`src/dsp_pkg.sv`:
```
// shared constants and types of the dense shortest path engine
// no dependencies
`default_nettype none

package dsp_pkg;

    localparam int MAX_VERTICES_DEF = 64;
    localparam int WEIGHT_BITS_DEF  = 16;
    localparam int RESULT_LIMIT     = 64;

    localparam int IDX_BITS    = 6;
    localparam int CFG_BITS    = 7;
    localparam int IN_W_BITS   = 16;
    localparam int DIST_BITS   = 22;

    localparam logic [DIST_BITS-1:0] DIST_MAX     = '1;
    localparam logic [CFG_BITS-1:0]  VCOUNT_RESET = 7'd64;

    localparam logic CMD_WRITE = 1'b0;
    localparam logic CMD_RUN   = 1'b1;

    // relaxation outcome of one matrix column
    typedef struct packed {
        logic                 upd;   // estimate improved, write back
        logic                 take;  // candidate for the next settled vertex
        logic [DIST_BITS-1:0] est;   // estimate after relaxation
    } t_relax;

endpackage

`default_nettype wire

```
`src/dsp_relax.sv`:
```
// relaxation of one edge: saturating add, compare, update decision
// depends on dsp_pkg
`default_nettype none

module dsp_relax #(
    parameter int WB = dsp_pkg::WEIGHT_BITS_DEF
) (
    input  wire logic                         i_valid,
    input  wire logic [WB-1:0]                i_weight,
    input  wire logic [dsp_pkg::DIST_BITS-1:0] i_cur_dist,
    input  wire logic [dsp_pkg::DIST_BITS-1:0] i_old_dist,
    input  wire logic                         i_reached,
    input  wire logic                         i_settled,
    output dsp_pkg::t_relax                   o_res
);

    localparam int DB = dsp_pkg::DIST_BITS;
    localparam int SW = ((WB > DB) ? WB : DB) + 1;

    logic [SW-1:0] w_sum;
    logic [DB-1:0] w_cand;
    logic          w_upd;

    assign w_sum  = SW'(i_cur_dist) + SW'(i_weight);
    assign w_cand = (w_sum > SW'(dsp_pkg::DIST_MAX)) ? dsp_pkg::DIST_MAX : w_sum[DB-1:0];

    // no edge or settled target: leave the label alone
    assign w_upd = i_valid && (i_weight != '0) && !i_settled
                   && (!i_reached || (w_cand < i_old_dist));

    always_comb begin
        o_res.upd  = w_upd;
        o_res.est  = w_upd ? w_cand : i_old_dist;
        o_res.take = i_valid && !i_settled && (i_reached || w_upd);
    end

endmodule

`default_nettype wire

```
`config.mk`:
```
export PLATFORM = sky130hd
export DESIGN_NAME = dsp_relax
export DESIGN_NICKNAME = d
export VERILOG_FILES = /design/src/dsp_pkg.sv /design/src/dsp_relax.sv
export SDC_FILE = /design/constraint.sdc
export NUM_CORES = 1
export LEC_CHECK = 0
export BUFFER_PORTS_ARGS = -buffer_cell sky130_fd_sc_hd__buf_2
export CAP_MARGIN = 20
export CORE_MARGIN = 8
export CORE_UTILIZATION = 46
export DETAILED_ROUTE_END_ITERATION = 10
export PLACE_DENSITY = 0.9
export SKIP_LAST_GASP = 1
export SYNTH_ARGS = -nofsm -noshare
export SYNTH_HDL_FRONTEND = slang
export SYNTH_SLANG_ARGS = --single-unit
```
`constraint.sdc`:
```
create_clock -name vclk -period 4.2
set_input_delay 0.21 -clock vclk [all_inputs]
set_output_delay 0.21 -clock vclk [all_outputs]
set_load 0.005 [all_outputs]
```
==> results.yml, run 1 <==
outcome:
  status: "complete, but fails checks"
  violations: "setup timing"
worst_setup_path:
  critical_path_class: "in2out"
  crit_path_max_fanout: 9
  crit_arrival_ns: 4.29
  worstSetupPathDepth: 17
  cp-startpoint: "i_weight[10]"
  worstSetupEndpointType: "primary output"
  worst_path_dominant_cell_family: "simple AND/OR/NAND/NOR gates"
  critical_path.cell_chain: "buf_2, ha_1, nand4_1, o221a_2, a21oi_2, o211ai_1, mux2_4, ha_1, nand4_1, or3_4, nor3_2, o311a_1, o41ai_4, nand2_2, buf_6, mux2_2, buf_2"
  critPathBufInv: 3
  cp-start-kind: "input port"
  crit_path_end: "o_res[14]"
  max_stage_delay_ns: 0.41
  critical_path_required_ns: 3.99
  timing.critical_path.slowest_stage_cell: "ha_1"
place:
  place.port_buffers: 87
  place_inst: 448
  globalplace.congestion: 0.8820
  post_dp_cell_area_mm2: 0.002739
  detailedPlacementHpwl_mm: 6.326
cells_and_area:
  layoutNonFillerInstCount: 470
  ff_latch_area_um2: 0
  layout-area-overhead-vs-synth_pct: 66.56
  finish.utilization: 0.7772
  num-clock-buffers: 0
  final.fill_count: 263
  layout.sequential_cells: 0
  final_net_count: 521
  post_route_cells_drive_above_1_share: 0.5263
  finalInstanceArea_mm2: 0.003291
  antenna_cells_inserted: 0
logic_synthesis:
  synth.lib_cells_used.distinct: 52
  avgSynthCellArea_um2: 7.210
  ys_warn_count: 0
  ys_seq_area_frac: 0
  muxShareOfSynthArea: 0.1311
  synth_nets: 375
  synth.cell_area_mm2: 0.001976
  synth_adder_area_share: 0.2445
  yosys.area_share.xor_xnor: 0.03547
  synth_top_family_by_area: "compound AO/OA/AOI/OAI gates"
  post_synth_inst_count: 274
  post_synthesis_compound_gate_area_fraction: 0.2635
  synth-simple-area-share: 0.2552
routing:
  met3_wirelength_um: 864
  detail_route.iter0.violations: 231
  met1Wirelength_mm: 3.579
  detail_route.vias_per_cell: 6.417
  wl_per_cell_um: 20.54
  top_routing_layer_in_use: "met4"
  remaining_drc_errors: 0
  detail-route-antenna-nets: 0
  totalWireLength_mm: 9.653
  route.vias.total: 3016
  drt_pre_antenna_iters: 5
  met2_length_mm: 4.530
timing:
  report.final.slew_viol_count: 0
  setup_viol_count_final: 22
  timing_worst_slew_pin_value_ns: 0.4241
  worst_slack_ns: -0.2999
  hold_ws_ns: 0.6718
  setup_repair_after_global_routing_missed_its_margin: "true"
  max_slew_margin: 0.7128
  final_min_period_over_clock_period: 1.071
  clock.fmax_ghz: 0.2222
  period_minus_slack_ns: 4.500
  timing_hold_violations_final: 0
global_routing:
  globalRouteTotalUtil: 0.2483
  grt_remaining_overflow: 0
  grt_antenna_before_repair: 0
  first_global_vias: 3077
  grt_start_max_net_pins: 10
  grt_pass1_wl_mm: 13.63
pwr:
  p_per_area_mw_per_mm2: 172.7
  power.static_leakage_uw: 0.001701
  ir_worst_vdd_uv: 88.80
run:
  drv_cap: 0
floorplanning:
  placeable_core_region_mm2: 0.004234
  die-height_um: 81.54
  dieArea_mm2: 0.006648
  floorplan.io_pins: 87
  placementRows: 24
  effective_utilization_at_floorplan: 0.4666
  floorplan.die.width_um: 81.54
hold_path:
  worst_hold_path_type: "in2out"
==> kinds of logic (layout without fill, tap and decap cells) <==
| logic type | Yosys count | in the layout |
|---|---|---|
| AND/OR/NAND/NOR | 95 | 95 |
| AO/OA/AOI/OAI | 78 | 78 |
| adder cells (fa/ha/maj) | 38 | 38 |
| buffers and inverters | 32 | 176 |
| multiplexers | 23 | 23 |
| XOR/XNOR | 8 | 8 |
==> cell type report <==
cell class	instances	area, um2	share of cell area
Inverter	27	101.3	0.03080
Tap cell	52	65.06	0.01977
Multi-Input combinational cell	242	2146	0.6521
Timing Repair Buffer	149	978.4	0.2973
==> how the worst min path moves through the flow <==
stage / end / cells after the start / from
finish: o_res[22] / 3 / i_settled
global route: o_res[22] / 3 / i_settled
CTS: o_res[22] / 3 / i_settled
detailed placement: o_res[22] / 3 / i_settled
global placement: o_res[22] / 3 / i_settled
floorplan: o_res[22] / 1 / i_settled
==> where the power goes <==
group          internal (uW)  total (uW)  switching, uW
Combinational            279         568            290
Sequential                 0           0              0
Clock                      0           0              0
Total                    279         568            290
==> timing repair <==
action | CTS | global route
gates cloned | 0 | 0
hold buffers | 0 | 0
pin swaps | 25 | 21
buffers inserted | 14 | 11
endpoints found under the hold margin | 0 | 0
setup endpoints to repair | 23 | 23
resized for setup | 46 | 29
==> layer usage <==
metal | up-vias | global-route usage
li1 | 1326 | -
met1 | 1369 | 0.2692
met2 | 242 | 0.4535
met3 | 79 | 0.03282
met4 | 0 | 0.1375
met5 | - | 0
==> cells in the mapped netlist (2+ instances only) <==
cell	instances	area share
and3_1	2	0.0063
nand4_1	9	0.028
a21oi_1	26	0.066
a211oi_1	2	0.0076
and2_4	2	0.0089
nor3_1	7	0.018
o31ai_1	2	0.0076
mux2_2	23	0.13
ha_1	37	0.23
nand3b_1	2	0.0076
or3b_1	2	0.0089
o31a_1	2	0.0089
a31oi_1	2	0.0063
a21o_1	5	0.019
o211ai_1	4	0.015
buf_4	3	0.011
or3_1	5	0.016
nor2_1	13	0.025
inv_1	27	0.051
and2_1	2	0.0063
nor4_1	6	0.019
xnor2_1	6	0.027
nand3_1	7	0.018
a211o_1	2	0.0089
xor2_1	2	0.0089
o21a_1	4	0.015
nand2_1	27	0.051
nand2b_1	4	0.013
o21bai_1	2	0.0076
o21ai_0	15	0.038
==> cell usage in the layout (no fill, tap or decap), drive strengths merged, types with 6 or more instances in the layout <==
cell | Yosys | layout
buf | 4 | 149
ha | 37 | 37
nand2 | 28 | 28
inv | 27 | 27
a21oi | 26 | 26
mux2 | 23 | 23
o21ai | 16 | 16
nor2 | 13 | 13
nand4 | 9 | 9
nand3 | 7 | 7
nor3 | 7 | 7
nor4 | 6 | 6
a21o | 6 | 6
xnor2 | 6 | 6
or3 | 6 | 6
==> per-stage QoR <==
step	power [uW]	TNS [ns]	setup WS, ns
floorplan	249.1	0	0.1623
global placement	390.5	-2.056	-0.1165
detailed placement	412.3	-8.594	-0.4140
CTS	473.4	-0.3590	-0.03958
global route	605.7	-8.073	-0.3812
finish	568.4	-5.564	-0.2999
(Power assumes the default switching activity.)
==> inputs of run 2 (changes only) <==
--- a/config.mk
+++ b/config.mk
@@ -5,13 +5,15 @@
 export SDC_FILE = /design/constraint.sdc
 export NUM_CORES = 1
 export LEC_CHECK = 0
+export ABC_AREA = 1
 export BUFFER_PORTS_ARGS = -buffer_cell sky130_fd_sc_hd__buf_2
 export CAP_MARGIN = 20
 export CORE_MARGIN = 8
 export CORE_UTILIZATION = 46
 export DETAILED_ROUTE_END_ITERATION = 10
-export PLACE_DENSITY = 0.9
+export PLACE_DENSITY = 0.91
 export SKIP_LAST_GASP = 1
 export SYNTH_ARGS = -nofsm -noshare
 export SYNTH_HDL_FRONTEND = slang
 export SYNTH_SLANG_ARGS = --single-unit
+export TNS_END_PERCENT = 1
==> results.yml, run 2 <==
outcome:
  status: "finished clean"
cells_and_area:
  layout.cells.most_common: "nand2_1"
  most-common-layout-cells: "nand2_1 (126), buf_2 (87), inv_1 (51)"
  layout-area-overhead-vs-synth_pct: 27.24
  ff_latch_area_um2: 0
  antenna_cells_inserted: 0
  final_net_count: 539
  layout.sequential_cells: 0
  num-clock-buffers: 0
  post_route_cells_drive_above_1_share: 0.2339
timing:
  timing_worst_slew_pin_value_ns: 0.3707
  setup_viol_count_final: 0
  hold_ws_ns: 0.6903
  report.final.slew_viol_count: 0
  period_minus_slack_ns: 3.803
  fin_tns_setup_ns: 0
  clock.fmax_ghz: 0.2629
  worst_slack_ns: 0.3966
  timing_hold_violations_final: 0
  max_slew_margin: 0.7502
  final_min_period_over_clock_period: 0.9056
routing:
  totalWireLength_mm: 5.974
  detail_route.iter0.violations: 129
  remaining_drc_errors: 0
  drt_pre_antenna_iters: 4
  detail_route.vias_per_cell: 5.004
  wl_per_cell_um: 12.29
  route.vias.total: 2432
  detail-route-antenna-nets: 0
worst_setup_path:
  cp-start-kind: "input port"
  critical_path_required_ns: 3.99
  worstSetupEndpointType: "primary output"
  critical_path_class: "in2out"
  crit_arrival_ns: 3.59
  max_stage_delay_ns: 0.39
  crit_path_max_fanout: 12
  cp_common_cell: "nand2_1"
  timing.critical_path.slowest_stage_cell: "fa_1"
global_routing:
  grt_start_max_net_pins: 24
  grt_util_met1: 0.2214
  grt_most_used_layer: "met2"
  globalRouteTotalUtil: 0.1656
  first_global_vias: 2345
  grt_pass1_wl_mm: 9.411
  met2_usage: 0.2943
  grt_remaining_overflow: 0
  grt_antenna_before_repair: 0
  use_met3: 0.009934
logic_synthesis:
  synth.lib_cells_used.distinct: 33
  ys_seq_area_frac: 0
  synth.cell_area_mm2: 0.001929
  ys_top_cells_by_area: "nand2_1 (25%), ha_1 (24%), inv_1 (9.9%), nand3_1 (8.0%), a21oi_1 (5.4%)"
  ys_warn_count: 0
  post-synth-top-count-cell: "nand2_1"
  yosys-top-cells-count: "nand2_1 (127), inv_1 (51), ha_1 (37), nand3_1 (31), nor2_1 (22)"
  synth_nets: 454
  avgSynthCellArea_um2: 5.466
  post_synth_inst_count: 353
  post-synth-top-area-cell: "nand2_1"
  synth.top_cell.area_share: 0.2471
place:
  detailedPlacementHpwl_mm: 5.076
  globalplace.congestion: 0.9105
  place.port_buffers: 87
  dp_slack_ns: 0.1987
floorplanning:
  floorplan.die.width_um: 80.76
  dieArea_mm2: 0.006522
  placeable_core_region_mm2: 0.004029
  floorplan.io_pins: 87
  die-height_um: 80.76
  placementRows: 23
  effective_utilization_at_floorplan: 0.4789
run:
  drv_cap: 0
hold_path:
  worst_hold_path_type: "in2out"
pwr:
  power.static_leakage_uw: 0.001546
  ir_worst_vdd_uv: 67.96
  p_per_area_mw_per_mm2: 148.7
clock_tree:
  hold_buffers: 0
==> run 2: cell types whose count changed after synthesis, sizes merged, moves of 9 or more <==
cell   previous run  this run
nor2             13        22
nand3             7        32
inv              27        51
mux2             23         0
nand2            28       130
==> run 2: through the flow <==
step                      instance area [um2]    util  instances  power [uW]
final                                    2455  0.6093        486       365.0
after global routing                     2455  0.6093        486       412.8
after CTS                                2389  0.5929        484       347.9
after detailed placement                 2389  0.5929        484       345.9
after global placement                   2389  0.5929        484       335.3
after floorplan                          1929       -        353       239.5
==> run 2: logic make-up after synthesis <==
family | count (synthesis) | synth area share
fa+ha+maj | 38 | 0.2503
buf+inv | 60 | 0.1310
simple gates | 200 | 0.4403
xor+xnor | 11 | 0.04993
compound gates | 44 | 0.1284
==> run 2: metal layers <==
| metal | part of all wire | wire (um) | vias to the layer above |
|---|---|---|---|
| met2 | 0.46 | 2751 | 80 |
| li1 | - | - | 1319 |
| met5 | 0 | 0 | - |
| met3 | 0.065 | 389 | 6 |
| met4 | 0.011 | 63 | 0 |
| met1 | 0.46 | 2769 | 1027 |
==> run 2: timing repair <==
| item | in CTS | in global routing |
|---|---|---|
| gates resized for setup | 0 | 7 |
| buffers inserted | 0 | 0 |
| endpoints found under the setup margin | 0 | 23 |
==> run 2: area by class of cell <==
| class | count | area [um2] |
|---|---|---|
| Multi-Input combinational cell | 295 | 1743 |
| Fill cell | 389 | 1574 |
| Inverter | 51 | 191.4 |
| Tap cell | 50 | 62.56 |
| Timing Repair Buffer | 90 | 457.9 |
==> run 2: final timing paths <==
kind | startpoint | endpoint | slack (ns) | cells past startpoint
worst min-delay path | i_old_dist[19] | o_res[19] | 0.69 | 4
worst max-delay path | i_weight[0] | o_res[12] | 0.40 | 29
==> run 2: power breakdown <==
group	leakage, uW	internal, uW	switching [uW]	total (uW)
sequential	0	0	0	0
clock	0	0	0	0
combinational	0.00155	152	213	365
total	0.00155	152	213	365
==> run 2: critical path, delay by kind of cell <==
family | cells | cell delay (ns)
adders and majority gates | 3 | 0.92
buffers and inverters | 2 | 0.23
and+or+nand+nor | 24 | 2.22
==> inputs of run 3 (changes only) <==
==> constraint.sdc (replaced) <==
create_clock -name vclk -period 4.2
set_input_delay 1.05 -clock vclk [all_inputs]
set_output_delay 1.05 -clock vclk [all_outputs]
set_load 0.005 [all_outputs]
==> results.yml, run 3 (synthesis results as in run 2) <==
outcome:
  status: "complete, but fails checks"
  violations: "DRC, setup timing"
global_routing:
  grt_antenna_before_repair: 0
  grt_remaining_overflow: 0
  grt_pass1_wl_mm: 13.94
  first_global_vias: 3201
  grt_start_max_net_pins: 16
  globalRouteTotalUtil: 0.2600
floorplanning:
  floorplan.io_pins: 87
  dieArea_mm2: 0.006522
  placeable_core_region_mm2: 0.004029
  effective_utilization_at_floorplan: 0.4789
  placementRows: 23
  floorplan.die.width_um: 80.76
  die-height_um: 80.76
routing:
  remaining_drc_errors: 2
  detail_route.iter0.violations: 561
  detail_route.vias_per_cell: 6.266
  totalWireLength_mm: 13.03
  drt_pre_antenna_iters: 11
  route.vias.total: 3647
  detail-route-antenna-nets: 0
  wl_per_cell_um: 22.38
pwr:
  p_per_area_mw_per_mm2: 194.1
  p_total_uw: 689.3
  ir_worst_vdd_uv: 96.29
  power.static_leakage_uw: 0.002070
timing:
  worst_slack_ns: -1.786
  fin_tns_setup_ns: -38.62
  setup_viol_count_final: 23
  clock.fmax_ghz: 0.1671
  max_slew_margin: 0.05602
  report.final.slew_viol_count: 0
  setup_repair_after_global_routing_missed_its_margin: "true"
  timing_hold_violations_final: 0
  final_min_period_over_clock_period: 1.425
  period_minus_slack_ns: 5.986
  hold_ws_ns: 2.388
  timing_worst_slew_pin_value_ns: 1.414
hold_path:
  timing.hold.worst_path_depth: 4
  worst_hold_path_type: "in2out"
  worst_hold_startpoint: "i_old_dist[2]"
worst_setup_path:
  cp-start-kind: "input port"
  cp-startpoint: "i_weight[0]"
  timing.critical_path.slowest_stage_cell: "o21ai_0"
  worstSetupEndpointType: "primary output"
  critical_path_class: "in2out"
  crit_arrival_ns: 4.94
  critical_path_required_ns: 3.15
  crit_path_max_fanout: 6
  max_stage_delay_ns: 0.63
cells_and_area:
  layout.sequential_cells: 0
  antenna_cells_inserted: 0
  layout.cells.most_common: "nand2_1"
  finish.utilization: 0.8817
  post_route_cells_drive_above_1_share: 0.4737
  final_net_count: 635
  ff_latch_area_um2: 0
  most-common-layout-cells: "nand2_1 (113), buf_4 (92), buf_2 (85)"
  layout-area-overhead-vs-synth_pct: 84.11
  final.fill_count: 178
  num-clock-buffers: 0
place:
  place.port_buffers: 87
  globalplace.congestion: 0.8725
  detailedPlacementHpwl_mm: 6.272
run:
  drv_cap: 0
clock_tree:
  hold_buffers: 0
-- run 3: metal layers --
layer / routed length [um] / track usage / part of all wire
met1: 4265 / 0.2945 / 0.33
met2: 5785 / 0.4828 / 0.44
met3: 1667 / 0.02097 / 0.13
met4: 1307 / 0.1143 / 0.10
met5: 0 / 0 / 0
-- run 3: area by class of cell --
| cell class | instances | area, um2 | share of cell area |
|---|---|---|---|
| Multi-Input combinational cell | 297 | 2062 | 0.5805 |
| Timing Repair Buffer | 184 | 1236 | 0.3480 |
| Inverter | 51 | 191.4 | 0.05389 |
| Tap cell | 50 | 62.56 | 0.01761 |
-- run 3: path summary, 6_finish.rpt --
path,end
setup / recovery,o_res[19]
hold / removal,o_res[2]
-- run 3: repair_timing --
item / CTS / global route
setup buffers: 8 / 7
endpoints found under the setup margin: 23 / 23
gates cloned: 3 / 2
resized for setup: 29 / 44
pin swaps: 29 / 31
-- run 3: critical path: cells and delay by family --
family	cells	cell delay [ns]
buffers and inverters	6	0.69
adders and majority gates	3	0.90
AOI/OAI and AO/OA	3	1.02
and+or+nand+nor	14	1.24
-- run 3: stage by stage --
stage | setup WS, ns | std cells | instance area (um2)
after floorplan | -0.7163 | 353 | 1947
after global placement | -1.005 | 562 | 3017
after detailed placement | -1.380 | 562 | 3017
after CTS | -1.124 | 573 | 3266
after global routing | -2.061 | 582 | 3552
final | -1.786 | 582 | 3552
-- run 3: report_power, final --
group	switching, uW	leakage (uW)	internal (uW)
Sequential	0	0	0
Combinational	380	0.00207	309
Clock	0	0	0
